===== config.mk =====
export PLATFORM = sky130hd
export DESIGN_NAME = breath_trigger_detector_unit_flat
export DESIGN_NICKNAME = d
export VERILOG_FILES = /design/src/hw/rtl/bdt_pkg.sv /design/src/hw/rtl/bdt_in_if.sv /design/src/hw/rtl/bdt_out_if.sv /design/src/hw/rtl/bdt_div.sv /design/src/hw/rtl/bdt_ctrl.sv /design/src/hw/rtl/bdt_dp.sv /design/src/hw/rtl/breath_trigger_detector_unit.sv /design/src/flat_wrapper.sv
export SDC_FILE = /design/constraint.sdc
export NUM_CORES = 2
export LEC_CHECK = 0
export BUFFER_PORTS_ARGS = -buffer_cell sky130_fd_sc_hd__buf_2
export CORE_MARGIN = 10
export CORE_UTILIZATION = 60
export DETAILED_ROUTE_END_ITERATION = 10
export PLACE_DENSITY = 0.77
export SYNTH_ARGS = -nofsm -noshare
export SYNTH_HDL_FRONTEND = slang
export SYNTH_SLANG_ARGS = --single-unit

===== constraint.sdc =====
create_clock -name i_clk -period 19.7 [get_ports i_clk]
set_input_delay 3.94 -clock i_clk [delete_from_list [all_inputs] [get_ports i_clk]]
set_output_delay 3.94 -clock i_clk [all_outputs]
set_load 0.02 [all_outputs]

===== src/hw/rtl/bdt_pkg.sv =====
// ----------------------------------------------------------------------------
// bdt_pkg: shared types and constants of the breath trigger detector
// Field widths, mode and register codes, and the controller/datapath structs.
// ----------------------------------------------------------------------------
package bdt_pkg;

    // field widths
    localparam int ModeW    = 3;
    localparam int FlowW    = 24;
    localparam int PressW   = 16;
    localparam int OffW     = 10;
    localparam int AccW     = 15;
    localparam int LevelW   = 13;
    localparam int CountW   = 8;
    localparam int SumW     = 32;
    localparam int CfgIdxW  = 3;
    localparam int CfgDataW = 24;

    // flow / 100 by reciprocal: q = (|x| * FlowRecip) >> RecipShift, exact for |x| <= 2^23
    localparam int RecipShift = 30;
    localparam int ProdW      = 2 * FlowW;
    localparam int QuotW      = ProdW - RecipShift;
    localparam logic [FlowW-1:0] FlowRecip = 24'd10737419;

    // gate arithmetic width, wide enough that no gate distance wraps
    localparam int GateW = 20;

    localparam logic [AccW-1:0]   AccMax        = 15'h7FFF;
    localparam logic signed [FlowW-1:0] CpapFlowHi = 24'sd2000;
    localparam logic signed [FlowW-1:0] CpapFlowLo = -24'sd2000;
    localparam logic [CountW-1:0] CpapCountMax  = 8'd200;
    localparam logic [CountW-1:0] CpapCountMin  = 8'd16;
    localparam logic [SumW-1:0]   CpapEndLevel  = 32'd1000;

    // mode codes
    localparam logic [ModeW-1:0] ModeIdle    = 3'd0;
    localparam logic [ModeW-1:0] ModeExh     = 3'd1;
    localparam logic [ModeW-1:0] ModeInh     = 3'd2;
    localparam logic [ModeW-1:0] ModeBoth    = 3'd3;
    localparam logic [ModeW-1:0] ModeCpapIns = 3'd4;
    localparam logic [ModeW-1:0] ModeCpapExh = 3'd5;

    // register indexes
    localparam logic [CfgIdxW-1:0] RegMode       = 3'd0;
    localparam logic [CfgIdxW-1:0] RegInhFlow    = 3'd1;
    localparam logic [CfgIdxW-1:0] RegInhPress   = 3'd2;
    localparam logic [CfgIdxW-1:0] RegExhFlow    = 3'd3;
    localparam logic [CfgIdxW-1:0] RegExhPress   = 3'd4;
    localparam logic [CfgIdxW-1:0] RegNearOff    = 3'd5;
    localparam logic [CfgIdxW-1:0] RegFarOff     = 3'd6;

    localparam logic [OffW-1:0] NearOffRst = 10'd10;
    localparam logic [OffW-1:0] FarOffRst  = 10'd100;

    // controller -> datapath
    typedef struct packed {
        logic accept;     // latch sample, apply restart
        logic mul_flow;   // |flow| * recip
        logic mul_base;   // flow quotient out, |base| * recip
        logic base_quot;  // base quotient out
        logic gate_upd;   // accumulator update + trigger
        logic cpap_upd;   // CPAP sum / count update
        logic div_start;  // start sum / count
        logic div_take;   // quotient ready, set trigger
        logic load_out;   // load output word
    } t_dp_cmd;

    // datapath -> controller
    typedef struct packed {
        logic mode_gate;
        logic mode_cpap;
        logic cnt_ge16;
        logic div_done;
    } t_dp_sts;

endpackage


===== src/hw/rtl/bdt_in_if.sv =====
// ----------------------------------------------------------------------------
// bdt_in_if: sample channel
// valid/ready handshake carrying restart, flow and pressure.
// ----------------------------------------------------------------------------
interface bdt_in_if;
    logic                                 valid;
    logic                                 ready;
    logic                                 restart;
    logic signed [bdt_pkg::FlowW-1:0]     flow_sample;
    logic signed [bdt_pkg::PressW-1:0]    press_sample;

    modport source (output valid, restart, flow_sample, press_sample, input ready);
    modport sink   (input valid, restart, flow_sample, press_sample, output ready);
endinterface


===== src/hw/rtl/bdt_out_if.sv =====
// ----------------------------------------------------------------------------
// bdt_out_if: result channel
// valid/ready handshake carrying trigger, level and sample count.
// ----------------------------------------------------------------------------
interface bdt_out_if;
    logic                          valid;
    logic                          ready;
    logic                          trigger;
    logic [bdt_pkg::LevelW-1:0]    level;
    logic [bdt_pkg::CountW-1:0]    sample_count;

    modport source (output valid, trigger, level, sample_count, input ready);
    modport sink   (input valid, trigger, level, sample_count, output ready);
endinterface


===== src/hw/rtl/bdt_div.sv =====
// ----------------------------------------------------------------------------
// bdt_div: iterative unsigned divider
// Restoring division, one quotient bit per cycle, then a done strobe.
// ----------------------------------------------------------------------------
module bdt_div (
    input  logic                        i_clk,
    input  logic                        i_rst_n,
    input  logic                        i_start,
    input  logic [bdt_pkg::SumW-1:0]    i_dividend,
    input  logic [bdt_pkg::CountW-1:0]  i_divisor,
    output logic                        o_done,
    output logic [bdt_pkg::SumW-1:0]    o_quot
);
    localparam int StepW = $clog2(bdt_pkg::SumW);

    logic                        r_busy;
    logic                        r_done;
    logic [StepW-1:0]            r_step;
    logic [bdt_pkg::SumW-1:0]    r_quo;
    logic [bdt_pkg::CountW-1:0]  r_rem;
    logic [bdt_pkg::CountW-1:0]  r_dvsr;

    logic [bdt_pkg::CountW:0]    w_trial;
    logic                        w_fits;

    assign w_trial = {r_rem, r_quo[bdt_pkg::SumW-1]};
    assign w_fits  = (w_trial >= {1'b0, r_dvsr});

    always_ff @(posedge i_clk) begin
        if (!i_rst_n) begin
            r_busy <= 1'b0;
            r_done <= 1'b0;
            r_step <= '0;
        end else begin
            r_done <= 1'b0;
            if (i_start) begin
                r_busy <= 1'b1;
                r_step <= StepW'(bdt_pkg::SumW - 1);
            end else if (r_busy) begin
                r_step <= r_step - 1'b1;
                if (r_step == '0) begin
                    r_busy <= 1'b0;
                    r_done <= 1'b1;
                end
            end
        end
    end

    always_ff @(posedge i_clk) begin
        if (i_start) begin
            r_quo  <= i_dividend;
            r_rem  <= '0;
            r_dvsr <= i_divisor;
        end else if (r_busy) begin
            r_rem <= w_fits ? bdt_pkg::CountW'(w_trial - {1'b0, r_dvsr})
                            : w_trial[bdt_pkg::CountW-1:0];
            r_quo <= {r_quo[bdt_pkg::SumW-2:0], w_fits};
        end
    end

    assign o_done = r_done;
    assign o_quot = r_quo;

    a_no_restart: assert property (@(posedge i_clk) disable iff (!i_rst_n)
        i_start |-> !r_busy)
        else $error("divider restarted while busy");

endmodule


===== src/hw/rtl/bdt_ctrl.sv =====
// ----------------------------------------------------------------------------
// bdt_ctrl: sequencer of the breath trigger detector
// Walks one sample through gate, CPAP or no steps and owns the output valid.
// ----------------------------------------------------------------------------
module bdt_ctrl (
    input  logic              i_clk,
    input  logic              i_rst_n,
    input  logic              i_in_valid,
    output logic              o_in_ready,
    output logic              o_out_valid,
    input  logic              i_out_ready,
    input  bdt_pkg::t_dp_sts  i_sts,
    output bdt_pkg::t_dp_cmd  o_cmd
);
    localparam logic [3:0] S_IDLE = 4'd0;
    localparam logic [3:0] S_MULF = 4'd1;
    localparam logic [3:0] S_MULB = 4'd2;
    localparam logic [3:0] S_BQ   = 4'd3;
    localparam logic [3:0] S_GATE = 4'd4;
    localparam logic [3:0] S_CPAP = 4'd5;
    localparam logic [3:0] S_CHK  = 4'd6;
    localparam logic [3:0] S_DIV  = 4'd7;
    localparam logic [3:0] S_DONE = 4'd8;

    logic [3:0] r_state;
    logic [3:0] n_state;
    logic       r_out_valid;
    logic       n_out_valid;

    always_comb begin
        n_state     = r_state;
        o_cmd       = '0;
        n_out_valid = r_out_valid && !i_out_ready;
        case (r_state)
            S_IDLE: begin
                if (i_in_valid) begin
                    o_cmd.accept = 1'b1;
                    if (i_sts.mode_gate)      n_state = S_MULF;
                    else if (i_sts.mode_cpap) n_state = S_CPAP;
                    else                      n_state = S_DONE;
                end
            end
            S_MULF: begin
                o_cmd.mul_flow = 1'b1;
                n_state        = S_MULB;
            end
            S_MULB: begin
                o_cmd.mul_base = 1'b1;
                n_state        = S_BQ;
            end
            S_BQ: begin
                o_cmd.base_quot = 1'b1;
                n_state         = S_GATE;
            end
            S_GATE: begin
                o_cmd.gate_upd = 1'b1;
                n_state        = S_DONE;
            end
            S_CPAP: begin
                o_cmd.cpap_upd = 1'b1;
                n_state        = S_CHK;
            end
            S_CHK: begin
                // average only counts once enough samples are in
                if (i_sts.cnt_ge16) begin
                    o_cmd.div_start = 1'b1;
                    n_state         = S_DIV;
                end else begin
                    n_state = S_DONE;
                end
            end
            S_DIV: begin
                if (i_sts.div_done) begin
                    o_cmd.div_take = 1'b1;
                    n_state        = S_DONE;
                end
            end
            S_DONE: begin
                // wait for the output slot
                if (!r_out_valid || i_out_ready) begin
                    o_cmd.load_out = 1'b1;
                    n_out_valid    = 1'b1;
                    n_state        = S_IDLE;
                end
            end
            default: n_state = S_IDLE;
        endcase
    end

    always_ff @(posedge i_clk) begin
        if (!i_rst_n) begin
            r_state     <= S_IDLE;
            r_out_valid <= 1'b0;
        end else begin
            r_state     <= n_state;
            r_out_valid <= n_out_valid;
        end
    end

    assign o_in_ready  = (r_state == S_IDLE);
    assign o_out_valid = r_out_valid;

    a_accept_leaves_idle: assert property (@(posedge i_clk) disable iff (!i_rst_n)
        (i_in_valid && o_in_ready) |=> (r_state != S_IDLE))
        else $error("sample accepted but sequencer stayed idle");

    a_result_from_done: assert property (@(posedge i_clk) disable iff (!i_rst_n)
        $rose(r_out_valid) |-> ($past(r_state) == S_DONE))
        else $error("result word raised outside the done step");

endmodule


===== src/hw/rtl/bdt_dp.sv =====
// ----------------------------------------------------------------------------
// bdt_dp: datapath of the breath trigger detector
// Config registers, flow scaling, gate accumulators, CPAP sum/count, divider.
// ----------------------------------------------------------------------------
module bdt_dp (
    input  logic                              i_clk,
    input  logic                              i_rst_n,
    input  logic                              i_cfg_we,
    input  logic [bdt_pkg::CfgIdxW-1:0]       i_cfg_idx,
    input  logic [bdt_pkg::CfgDataW-1:0]      i_cfg_data,
    input  bdt_pkg::t_dp_cmd                  i_cmd,
    output bdt_pkg::t_dp_sts                  o_sts,
    input  logic                              i_restart,
    input  logic signed [bdt_pkg::FlowW-1:0]  i_flow,
    input  logic signed [bdt_pkg::PressW-1:0] i_press,
    output logic                              o_trigger,
    output logic [bdt_pkg::LevelW-1:0]        o_level,
    output logic [bdt_pkg::CountW-1:0]        o_sample_count
);
    // config
    logic [bdt_pkg::ModeW-1:0]         r_mode;
    logic signed [bdt_pkg::FlowW-1:0]  r_inh_flow;
    logic signed [bdt_pkg::PressW-1:0] r_inh_press;
    logic signed [bdt_pkg::FlowW-1:0]  r_exh_flow;
    logic signed [bdt_pkg::PressW-1:0] r_exh_press;
    logic [bdt_pkg::OffW-1:0]          r_near;
    logic [bdt_pkg::OffW-1:0]          r_far;

    // state
    logic [bdt_pkg::AccW-1:0]          r_flow_acc;
    logic [bdt_pkg::AccW-1:0]          r_press_acc;
    logic signed [bdt_pkg::SumW-1:0]   r_sum;
    logic [bdt_pkg::CountW-1:0]        r_count;
    logic                              r_trig;

    // per-sample working registers
    logic signed [bdt_pkg::FlowW-1:0]  r_flow;
    logic signed [bdt_pkg::PressW-1:0] r_press;
    logic [bdt_pkg::ProdW-1:0]         r_prod;
    logic                              r_prod_neg;
    logic signed [bdt_pkg::QuotW-1:0]  r_fq;
    logic signed [bdt_pkg::QuotW-1:0]  r_bq;

    // output word
    logic                              r_out_trig;
    logic [bdt_pkg::LevelW-1:0]        r_out_level;
    logic [bdt_pkg::CountW-1:0]        r_out_count;

    function automatic logic [bdt_pkg::FlowW-1:0] f_abs_flow(
        logic signed [bdt_pkg::FlowW-1:0] x);
        return x[bdt_pkg::FlowW-1] ? $unsigned(-x) : $unsigned(x);
    endfunction

    // one accumulator step: clear outside gate, add clamped excess, saturate
    function automatic logic [bdt_pkg::AccW-1:0] f_gate_step(
        logic [bdt_pkg::AccW-1:0]         acc,
        logic signed [bdt_pkg::GateW-1:0] excess,
        logic [bdt_pkg::OffW-1:0]         span);
        logic [bdt_pkg::OffW-1:0] add;
        logic [bdt_pkg::AccW:0]   total;
        if (excess < 0) return '0;
        if (excess > $signed({{(bdt_pkg::GateW-bdt_pkg::OffW){1'b0}}, span})) add = span;
        else add = excess[bdt_pkg::OffW-1:0];
        total = {1'b0, acc} + {{(bdt_pkg::AccW+1-bdt_pkg::OffW){1'b0}}, add};
        return (total > {1'b0, bdt_pkg::AccMax}) ? bdt_pkg::AccMax
                                                 : total[bdt_pkg::AccW-1:0];
    endfunction

    // ---------------- config writes ----------------
    always_ff @(posedge i_clk) begin
        if (!i_rst_n) begin
            r_mode      <= bdt_pkg::ModeIdle;
            r_inh_flow  <= '0;
            r_inh_press <= '0;
            r_exh_flow  <= '0;
            r_exh_press <= '0;
            r_near      <= bdt_pkg::NearOffRst;
            r_far       <= bdt_pkg::FarOffRst;
        end else if (i_cfg_we) begin
            case (i_cfg_idx)
                bdt_pkg::RegMode:     r_mode      <= i_cfg_data[bdt_pkg::ModeW-1:0];
                bdt_pkg::RegInhFlow:  r_inh_flow  <= $signed(i_cfg_data);
                bdt_pkg::RegInhPress: r_inh_press <= $signed(i_cfg_data[bdt_pkg::PressW-1:0]);
                bdt_pkg::RegExhFlow:  r_exh_flow  <= $signed(i_cfg_data);
                bdt_pkg::RegExhPress: r_exh_press <= $signed(i_cfg_data[bdt_pkg::PressW-1:0]);
                bdt_pkg::RegNearOff:  r_near      <= i_cfg_data[bdt_pkg::OffW-1:0];
                bdt_pkg::RegFarOff:   r_far       <= i_cfg_data[bdt_pkg::OffW-1:0];
                default: ;
            endcase
        end
    end

    // ---------------- flow scaling ----------------
    logic                              w_inh;
    logic signed [bdt_pkg::FlowW-1:0]  w_base;
    logic [bdt_pkg::QuotW-1:0]         w_qmag;
    logic signed [bdt_pkg::QuotW-1:0]  w_quot;

    assign w_inh  = (r_mode == bdt_pkg::ModeInh);
    assign w_base = w_inh ? r_inh_flow : r_exh_flow;
    assign w_qmag = r_prod[bdt_pkg::ProdW-1:bdt_pkg::RecipShift];
    assign w_quot = r_prod_neg ? -$signed(w_qmag) : $signed(w_qmag);

    always_ff @(posedge i_clk) begin
        if (i_cmd.accept) begin
            r_flow  <= i_flow;
            r_press <= i_press;
        end
        if (i_cmd.mul_flow) begin
            r_prod     <= {{bdt_pkg::FlowW{1'b0}}, f_abs_flow(r_flow)}
                        * {{bdt_pkg::FlowW{1'b0}}, bdt_pkg::FlowRecip};
            r_prod_neg <= r_flow[bdt_pkg::FlowW-1];
        end
        if (i_cmd.mul_base) begin
            r_fq       <= w_quot;
            r_prod     <= {{bdt_pkg::FlowW{1'b0}}, f_abs_flow(w_base)}
                        * {{bdt_pkg::FlowW{1'b0}}, bdt_pkg::FlowRecip};
            r_prod_neg <= w_base[bdt_pkg::FlowW-1];
        end
        if (i_cmd.base_quot) begin
            r_bq <= w_quot;
        end
    end

    // ---------------- gate accumulators ----------------
    localparam int QExt = bdt_pkg::GateW - bdt_pkg::QuotW;
    localparam int PExt = bdt_pkg::GateW - bdt_pkg::PressW;

    logic [bdt_pkg::OffW-1:0]          w_span;
    logic signed [bdt_pkg::GateW-1:0]  w_near;
    logic signed [bdt_pkg::GateW-1:0]  w_fq;
    logic signed [bdt_pkg::GateW-1:0]  w_bq;
    logic signed [bdt_pkg::GateW-1:0]  w_pb;
    logic signed [bdt_pkg::GateW-1:0]  w_pr;
    logic signed [bdt_pkg::GateW-1:0]  w_dist_f;
    logic signed [bdt_pkg::GateW-1:0]  w_dist_p;
    logic [bdt_pkg::AccW-1:0]          w_flow_acc;
    logic [bdt_pkg::AccW-1:0]          w_press_acc;
    logic [bdt_pkg::AccW:0]            w_gate_total;
    logic [bdt_pkg::LevelW-1:0]        w_gate_level;
    logic                              w_gate_trig;

    assign w_span = (r_far > r_near) ? (r_far - r_near) : '0;
    assign w_near = $signed({{(bdt_pkg::GateW-bdt_pkg::OffW){1'b0}}, r_near});
    assign w_fq   = {{QExt{r_fq[bdt_pkg::QuotW-1]}}, r_fq};
    assign w_bq   = {{QExt{r_bq[bdt_pkg::QuotW-1]}}, r_bq};
    assign w_pb   = w_inh ? {{PExt{r_inh_press[bdt_pkg::PressW-1]}}, r_inh_press}
                          : {{PExt{r_exh_press[bdt_pkg::PressW-1]}}, r_exh_press};
    assign w_pr   = {{PExt{r_press[bdt_pkg::PressW-1]}}, r_press};

    // inhale: flow rises above its gate, pressure drops below its gate
    assign w_dist_f = w_inh ? (w_fq - (w_bq + w_near)) : ((w_bq - w_near) - w_fq);
    assign w_dist_p = w_inh ? ((w_pb - w_near) - w_pr) : (w_pr - (w_pb + w_near));

    assign w_flow_acc   = f_gate_step(r_flow_acc, w_dist_f, w_span);
    assign w_press_acc  = f_gate_step(r_press_acc, w_dist_p, w_span);
    assign w_gate_total = {1'b0, w_flow_acc} + {1'b0, w_press_acc};
    assign w_gate_level = w_gate_total[bdt_pkg::AccW:3];
    assign w_gate_trig  = (w_gate_level >
                           {{(bdt_pkg::LevelW-bdt_pkg::OffW-1){1'b0}}, w_span, 1'b0});

    // ---------------- CPAP sum / count ----------------
    logic                              w_cpap_ins;
    logic                              w_cpap_clr;
    logic signed [bdt_pkg::FlowW-1:0]  w_flow_rnd;
    logic signed [bdt_pkg::FlowW-1:0]  w_flow_div8;
    logic signed [bdt_pkg::SumW-1:0]   w_sum_rnd;
    logic signed [bdt_pkg::SumW-1:0]   w_sum_div8;
    logic [bdt_pkg::SumW-1:0]          w_sum_abs;

    assign w_cpap_ins = (r_mode == bdt_pkg::ModeCpapIns);
    assign w_cpap_clr = w_cpap_ins ? (r_flow > bdt_pkg::CpapFlowHi)
                                   : (r_flow < bdt_pkg::CpapFlowLo);
    // exhale side truncates toward zero: bias negatives by 7 before the shift
    assign w_flow_rnd  = w_cpap_ins ? r_flow
                       : (r_flow + $signed({{(bdt_pkg::FlowW-3){1'b0}},
                                            {3{r_flow[bdt_pkg::FlowW-1]}}}));
    assign w_flow_div8 = w_flow_rnd >>> 3;
    assign w_sum_rnd   = w_cpap_ins ? r_sum
                       : (r_sum + $signed({{(bdt_pkg::SumW-3){1'b0}},
                                           {3{r_sum[bdt_pkg::SumW-1]}}}));
    assign w_sum_div8  = w_sum_rnd >>> 3;
    assign w_sum_abs   = r_sum[bdt_pkg::SumW-1] ? $unsigned(-r_sum) : $unsigned(r_sum);

    // ---------------- divider ----------------
    logic                        w_div_done;
    logic [bdt_pkg::SumW-1:0]    w_div_quot;

    bdt_div u_div (
        .i_clk      (i_clk),
        .i_rst_n    (i_rst_n),
        .i_start    (i_cmd.div_start),
        .i_dividend (w_sum_abs),
        .i_divisor  (r_count),
        .o_done     (w_div_done),
        .o_quot     (w_div_quot)
    );

    // ---------------- state update ----------------
    always_ff @(posedge i_clk) begin
        if (!i_rst_n) begin
            r_flow_acc  <= '0;
            r_press_acc <= '0;
            r_sum       <= '0;
            r_count     <= '0;
            r_trig      <= 1'b0;
        end else begin
            if (i_cmd.accept) begin
                r_trig <= 1'b0;
                if (i_restart) begin
                    r_flow_acc  <= '0;
                    r_press_acc <= '0;
                    r_sum       <= '0;
                    r_count     <= '0;
                end
            end
            if (i_cmd.gate_upd) begin
                r_flow_acc  <= w_flow_acc;
                r_press_acc <= w_press_acc;
                r_trig      <= w_gate_trig;
            end
            if (i_cmd.cpap_upd) begin
                if (w_cpap_clr) begin
                    r_sum   <= '0;
                    r_count <= '0;
                end else if (r_count < bdt_pkg::CpapCountMax) begin
                    r_count <= r_count + 1'b1;
                    r_sum   <= r_sum + {{(bdt_pkg::SumW-bdt_pkg::FlowW)
                                        {w_flow_div8[bdt_pkg::FlowW-1]}}, w_flow_div8};
                end else begin
                    r_count <= r_count >> 3;
                    r_sum   <= w_sum_div8;
                end
            end
            if (i_cmd.div_take) begin
                // sign of the sum decides alone when it already lies on the far side
                r_trig <= (w_cpap_ins ? r_sum[bdt_pkg::SumW-1] : !r_sum[bdt_pkg::SumW-1])
                       || (w_div_quot < bdt_pkg::CpapEndLevel);
            end
        end
    end

    // ---------------- output word ----------------
    logic [bdt_pkg::AccW:0] w_acc_total;

    assign w_acc_total = {1'b0, r_flow_acc} + {1'b0, r_press_acc};

    always_ff @(posedge i_clk) begin
        if (i_cmd.load_out) begin
            r_out_trig  <= r_trig;
            r_out_level <= w_acc_total[bdt_pkg::AccW:3];
            r_out_count <= r_count;
        end
    end

    assign o_trigger      = r_out_trig;
    assign o_level        = r_out_level;
    assign o_sample_count = r_out_count;

    assign o_sts.mode_gate = (r_mode == bdt_pkg::ModeExh) || (r_mode == bdt_pkg::ModeInh);
    assign o_sts.mode_cpap = (r_mode == bdt_pkg::ModeCpapIns)
                          || (r_mode == bdt_pkg::ModeCpapExh);
    assign o_sts.cnt_ge16  = (r_count >= bdt_pkg::CpapCountMin);
    assign o_sts.div_done  = w_div_done;

    a_count_bound: assert property (@(posedge i_clk) disable iff (!i_rst_n)
        r_count <= bdt_pkg::CpapCountMax)
        else $error("CPAP sample count above its limit");

endmodule


===== src/hw/rtl/breath_trigger_detector_unit.sv =====
// ----------------------------------------------------------------------------
// breath_trigger_detector_unit: breath trigger detector top level
// A new sample is taken only after the result word of the previous one has
// been loaded; the gate modes walk the multiply and accumulator steps, the
// CPAP modes run the 32-step divider once 16 samples are counted, which sets
// the CPAP rate; idle and both modes go straight to the result word.
// Reset (sync, active low) clears accumulators, CPAP sum/count and loads the
// register reset values.
// ----------------------------------------------------------------------------
module breath_trigger_detector_unit (
    input  logic                              i_clk,
    input  logic                              i_rst_n,
    input  logic                              i_cfg_we,
    input  logic [bdt_pkg::CfgIdxW-1:0]       i_cfg_idx,
    input  logic [bdt_pkg::CfgDataW-1:0]      i_cfg_data,
    bdt_in_if.sink                            i_in,
    bdt_out_if.source                         o_out
);
    bdt_pkg::t_dp_cmd w_cmd;
    bdt_pkg::t_dp_sts w_sts;
    logic             w_in_ready;
    logic             w_out_valid;

    // Sequencer: takes a word only when idle, then steps it through the gate
    // path (two reciprocal multiplies, one accumulator update), the CPAP path
    // (sum/count update, optional divide) or no path at all. The result word
    // sits in an output register, so a new sample is taken while it waits.
    bdt_ctrl u_ctrl (
        .i_clk       (i_clk),
        .i_rst_n     (i_rst_n),
        .i_in_valid  (i_in.valid),
        .o_in_ready  (w_in_ready),
        .o_out_valid (w_out_valid),
        .i_out_ready (o_out.ready),
        .i_sts       (w_sts),
        .o_cmd       (w_cmd)
    );

    // Datapath: config registers, detector state, divider, output word.
    bdt_dp u_dp (
        .i_clk          (i_clk),
        .i_rst_n        (i_rst_n),
        .i_cfg_we       (i_cfg_we),
        .i_cfg_idx      (i_cfg_idx),
        .i_cfg_data     (i_cfg_data),
        .i_cmd          (w_cmd),
        .o_sts          (w_sts),
        .i_restart      (i_in.restart),
        .i_flow         (i_in.flow_sample),
        .i_press        (i_in.press_sample),
        .o_trigger      (o_out.trigger),
        .o_level        (o_out.level),
        .o_sample_count (o_out.sample_count)
    );

    assign i_in.ready  = w_in_ready;
    assign o_out.valid = w_out_valid;

endmodule

===== src/flat_wrapper.sv =====
// flat-port wrapper written by rule: the top's interface ports become plain ports
module breath_trigger_detector_unit_flat 
  (i_clk, i_rst_n, i_cfg_we, i_cfg_idx, i_cfg_data, i_in_valid, i_in_restart, i_in_flow_sample, i_in_press_sample, i_in_ready, o_out_valid, o_out_trigger, o_out_level, o_out_sample_count, o_out_ready);
  bdt_in_if i_in_i ();
  bdt_out_if o_out_i ();
  input  logic i_clk;
  input  logic i_rst_n;
  input  logic i_cfg_we;
  input  logic [bdt_pkg::CfgIdxW-1:0] i_cfg_idx;
  input  logic [bdt_pkg::CfgDataW-1:0] i_cfg_data;
  input wire logic [$bits(i_in_i.valid)-1:0] i_in_valid;
  input wire logic [$bits(i_in_i.restart)-1:0] i_in_restart;
  input wire logic [$bits(i_in_i.flow_sample)-1:0] i_in_flow_sample;
  input wire logic [$bits(i_in_i.press_sample)-1:0] i_in_press_sample;
  output wire logic [$bits(i_in_i.ready)-1:0] i_in_ready;
  output wire logic [$bits(o_out_i.valid)-1:0] o_out_valid;
  output wire logic [$bits(o_out_i.trigger)-1:0] o_out_trigger;
  output wire logic [$bits(o_out_i.level)-1:0] o_out_level;
  output wire logic [$bits(o_out_i.sample_count)-1:0] o_out_sample_count;
  input wire logic [$bits(o_out_i.ready)-1:0] o_out_ready;
  assign i_in_i.valid = i_in_valid;
  assign i_in_i.restart = i_in_restart;
  assign i_in_i.flow_sample = i_in_flow_sample;
  assign i_in_i.press_sample = i_in_press_sample;
  assign i_in_ready = i_in_i.ready;
  assign o_out_valid = o_out_i.valid;
  assign o_out_trigger = o_out_i.trigger;
  assign o_out_level = o_out_i.level;
  assign o_out_sample_count = o_out_i.sample_count;
  assign o_out_i.ready = o_out_ready;
  breath_trigger_detector_unit u_core (.i_clk(i_clk), .i_rst_n(i_rst_n), .i_cfg_we(i_cfg_we), .i_cfg_idx(i_cfg_idx), .i_cfg_data(i_cfg_data), .i_in(i_in_i), .o_out(o_out_i));
endmodule

==> impl_metrics.py <==
metrics = {
    "status": {
        "status": "finished clean",
    },
    "cts": {
        "postCtsSetupBuffers": 0,
        "clock-sinks": 351,
        "cts.clk_slew.worst_paths_ns": 0.08,
        "cts_inserted_buffers": 41,
        "cts.hold.buffers_added": 0,
        "clock_latency_ns": 0.60,
        "cts_buffer_depth": 3,
        "htreeDepth": 2,
        "cts_root_buf": "clkbuf_16",
        "cts_resized": 0,
        "cts_tree": "done",
    },
    "placed_design": {
        "globalplace.congestion": 0.967,
        "dp_hpwl_um": 97800,
        "portBuffers": 96,
        "placed_area_um2": 48500,
    },
    "sta": {
        "fin_crit_sh": 0.578,
        "fmax_ghz": 0.0878,
        "slew_violations": 0,
        "skew_ns": 0.0299,
        "slew_headroom": 0.130,
        "grt_setup_unrepaired": "no",
        "min_period_ns": 11.39,
        "tightest_slew_ns": 1.30,
        "tns_ns": 0,
        "hold_violations": 0,
        "setup_viol": 0,
    },
    "critical_path": {
        "rrSetupSlack_ns": 8.31,
        "crit_path_start_kind": "flip-flop",
        "slowest_stage": "nor3b_4",
        "crit_type": "reg -> reg",
        "crit_required_ns": 20.02,
        "crit_fanout": 70,
        "arrival_ns": 11.71,
        "worst_path_most_repeated_cell": "fa_1",
        "endpoint_kind": "flip-flop",
        "critPathMaxStageDelay_ns": 0.93,
    },
    "global_routing": {
        "grt_usage": 0.268,
        "antenna_found_initial": 4,
        "grt_overflow": 0,
        "grt_pass1_wl_um": 194000,
        "first_global_vias": 36450,
        "grt_max_degree": 108,
    },
    "detailed_routing": {
        "viasPerCell": 5.76,
        "first_pass_iters": 5,
        "wire_per_inst_um": 19.3,
        "ant_nets": 0,
        "via_count": 35469,
        "dr.first_iter.drc_count": 2716,
        "drcViolationCount": 0,
        "wirelength_um": 119000,
    },
    "final_layout": {
        "postLayoutCoreUtil": 0.644,
        "final_cell_mix": "ha_1, inv_1, nand2_1",
        "nNetsFinal": 6447,
        "drive_gt1_frac": 0.0532,
        "synthToLayoutAreaGrowth_pct": 6.45,
        "fin_area_um2": 49900,
        "final_common_cell": "ha_1",
        "fillCellCount": 6317,
    },
    "floorplanning": {
        "die_h_um": 299,
        "die_w_um": 299,
        "dieArea_um2": 89700,
        "core_area_um2": 77500,
        "io_pins": 97,
        "row_count": 102,
        "initial_core_util": 0.605,
    },
    "synth": {
        "ys_types": 93,
        "synth_edf_count": 157,
        "ys_seq_area_frac": 0.184,
        "synth_fp_nets": 6397,
        "synth-seq-cells": 351,
        "yosys_warnings": 0,
        "synth_area_um2": 46900,
        "avgSynthCellArea_um2": 9.32,
        "syn_inst": 5027,
        "ys.flop_type": "dfxtp_1",
        "async_reset_ff_frac": 0,
    },
    "flow_run": {
        "maxCapViolCount": 0,
    },
    "worst_hold_path": {
        "hold_class": "reg -> reg",
    },
    "pwr": {
        "p_per_area_nw_per_um2": 192,
        "peakVddDrop_uv": 1040,
        "total_leakage_power_uw": 0.0246,
    },
}
-- worst max-delay path, delay by kind of cell (launching register included) --
kind | cells | cell delay [ns]
flip-flops | 1 | 0.43
XOR/XNOR | 1 | 0.88
adder cells (fa/ha/maj) | 9 | 3.77
AO/OA/AOI/OAI | 11 | 2.46
multiplexers | 1 | 0.40
buffers and inverters | 5 | 1.11
AND/OR/NAND/NOR | 7 | 2.05
-- metrics by stage --
step / total power [uW] / hold slack (ns) / std cells / setup WS [ns]
3_3_place_gp: 8570 / 0.424 / 6074 / 8.71
3_5_place_dp: 8700 / 0.413 / 6074 / 8.49
5_1_grt: 10800 / 0.441 / 6150 / 7.47
4_1_cts: 9600 / 0.436 / 6150 / 8.46
6_report: 9590 / 0.435 / 6153 / 8.31
2_1_floorplan: 6880 / 0.400 / 5027 / 9.17
-- sequential cells by signal (all words and copies together) (netlist names), 18 cells and up --
| name | count |
|---|---|
| u_core.u_dp.r_exh_flow | 24 |
| u_core.u_dp.r_flow | 24 |
| u_core.u_dp.r_fq | 18 |
| u_core.u_dp.r_bq | 18 |
| u_core.u_dp.r_inh_flow | 24 |
| u_core.u_dp.u_div.o_quot | 32 |
| u_core.u_dp.r_prod | 18 |
| u_core.u_dp.r_sum | 32 |
-- worst paths after layout --
check / from / endpoint / cells past startpoint
setup reg to reg: u_core.u_dp.r_mode[1] / u_core.u_dp.r_prod[42] / 34
hold / removal: u_core.u_dp.r_trig / u_core.u_dp.o_trigger / 0
hold reg to reg: u_core.u_dp.r_trig / u_core.u_dp.o_trigger / 0
setup / recovery: u_core.u_dp.r_mode[1] / u_core.u_dp.r_prod[42] / 34
-- power by group --
group | internal, uW | total, uW | switching, uW
Clock | 433 | 769 | 336
Combinational | 3400 | 7780 | 4380
Sequential | 1010 | 1050 | 36.7
-- layout make-up --
| cell class | instances | area [um^2] | area share |
|---|---|---|---|
| tap | 1040 | 1300 | 0.0261 |
| sequential | 351 | 8600 | 0.172 |
| timing repair buffer | 145 | 851 | 0.0171 |
| inverter | 781 | 2930 | 0.0588 |
| clock buffer | 54 | 1160 | 0.0232 |
| multi-input combinational | 3757 | 34800 | 0.698 |
| clock inverter | 22 | 196 | 0.00394 |
| antenna | 3 | 7.51 | 0.000151 |
-- routing by layer --
layer  track usage  wire length [um]
met1         0.366             53000
met2         0.433             54000
met3        0.0494              8830
met4        0.0687              2960
met5             0                16
-- logic make-up after synthesis --
group / Yosys count / synth area share
fa+ha+maj: 1297 / 0.426
simple gates: 1153 / 0.114
compound gates: 942 / 0.132
buf+inv: 919 / 0.0743
flops: 351 / 0.184
xor+xnor: 286 / 0.0535
mux: 79 / 0.0171
-- synthesized netlist by cell type, types with 20 or more instances --
cell        n  share of area
a21boi_0  127          0.020
fa_1      495           0.21
nor3_1     67         0.0072
edfxtp_1  157           0.10
a31oi_1    28         0.0037
xnor2_1   167          0.031
nor2_1    179          0.014
mux2i_1    74          0.016
xor2_1    119          0.022
nor2b_1    70         0.0093
a22oi_1    25         0.0040
nand4_1    42         0.0056
nand2b_1   40         0.0053
o21a_1     54         0.0087
or3_1      24         0.0032
a21o_1     79          0.013
a21oi_1   204          0.022
dfxtp_1   194          0.083
inv_1     781          0.063
o31ai_1    28         0.0045
clkbuf_1  114         0.0091
nand2_1   534          0.043
ha_1      802           0.21
o211ai_1   20         0.0032
nand3_1    80         0.0085
o21ai_0   221          0.024
a211oi_1   28         0.0045
Note: power is estimated with default switching activity, not from simulation.
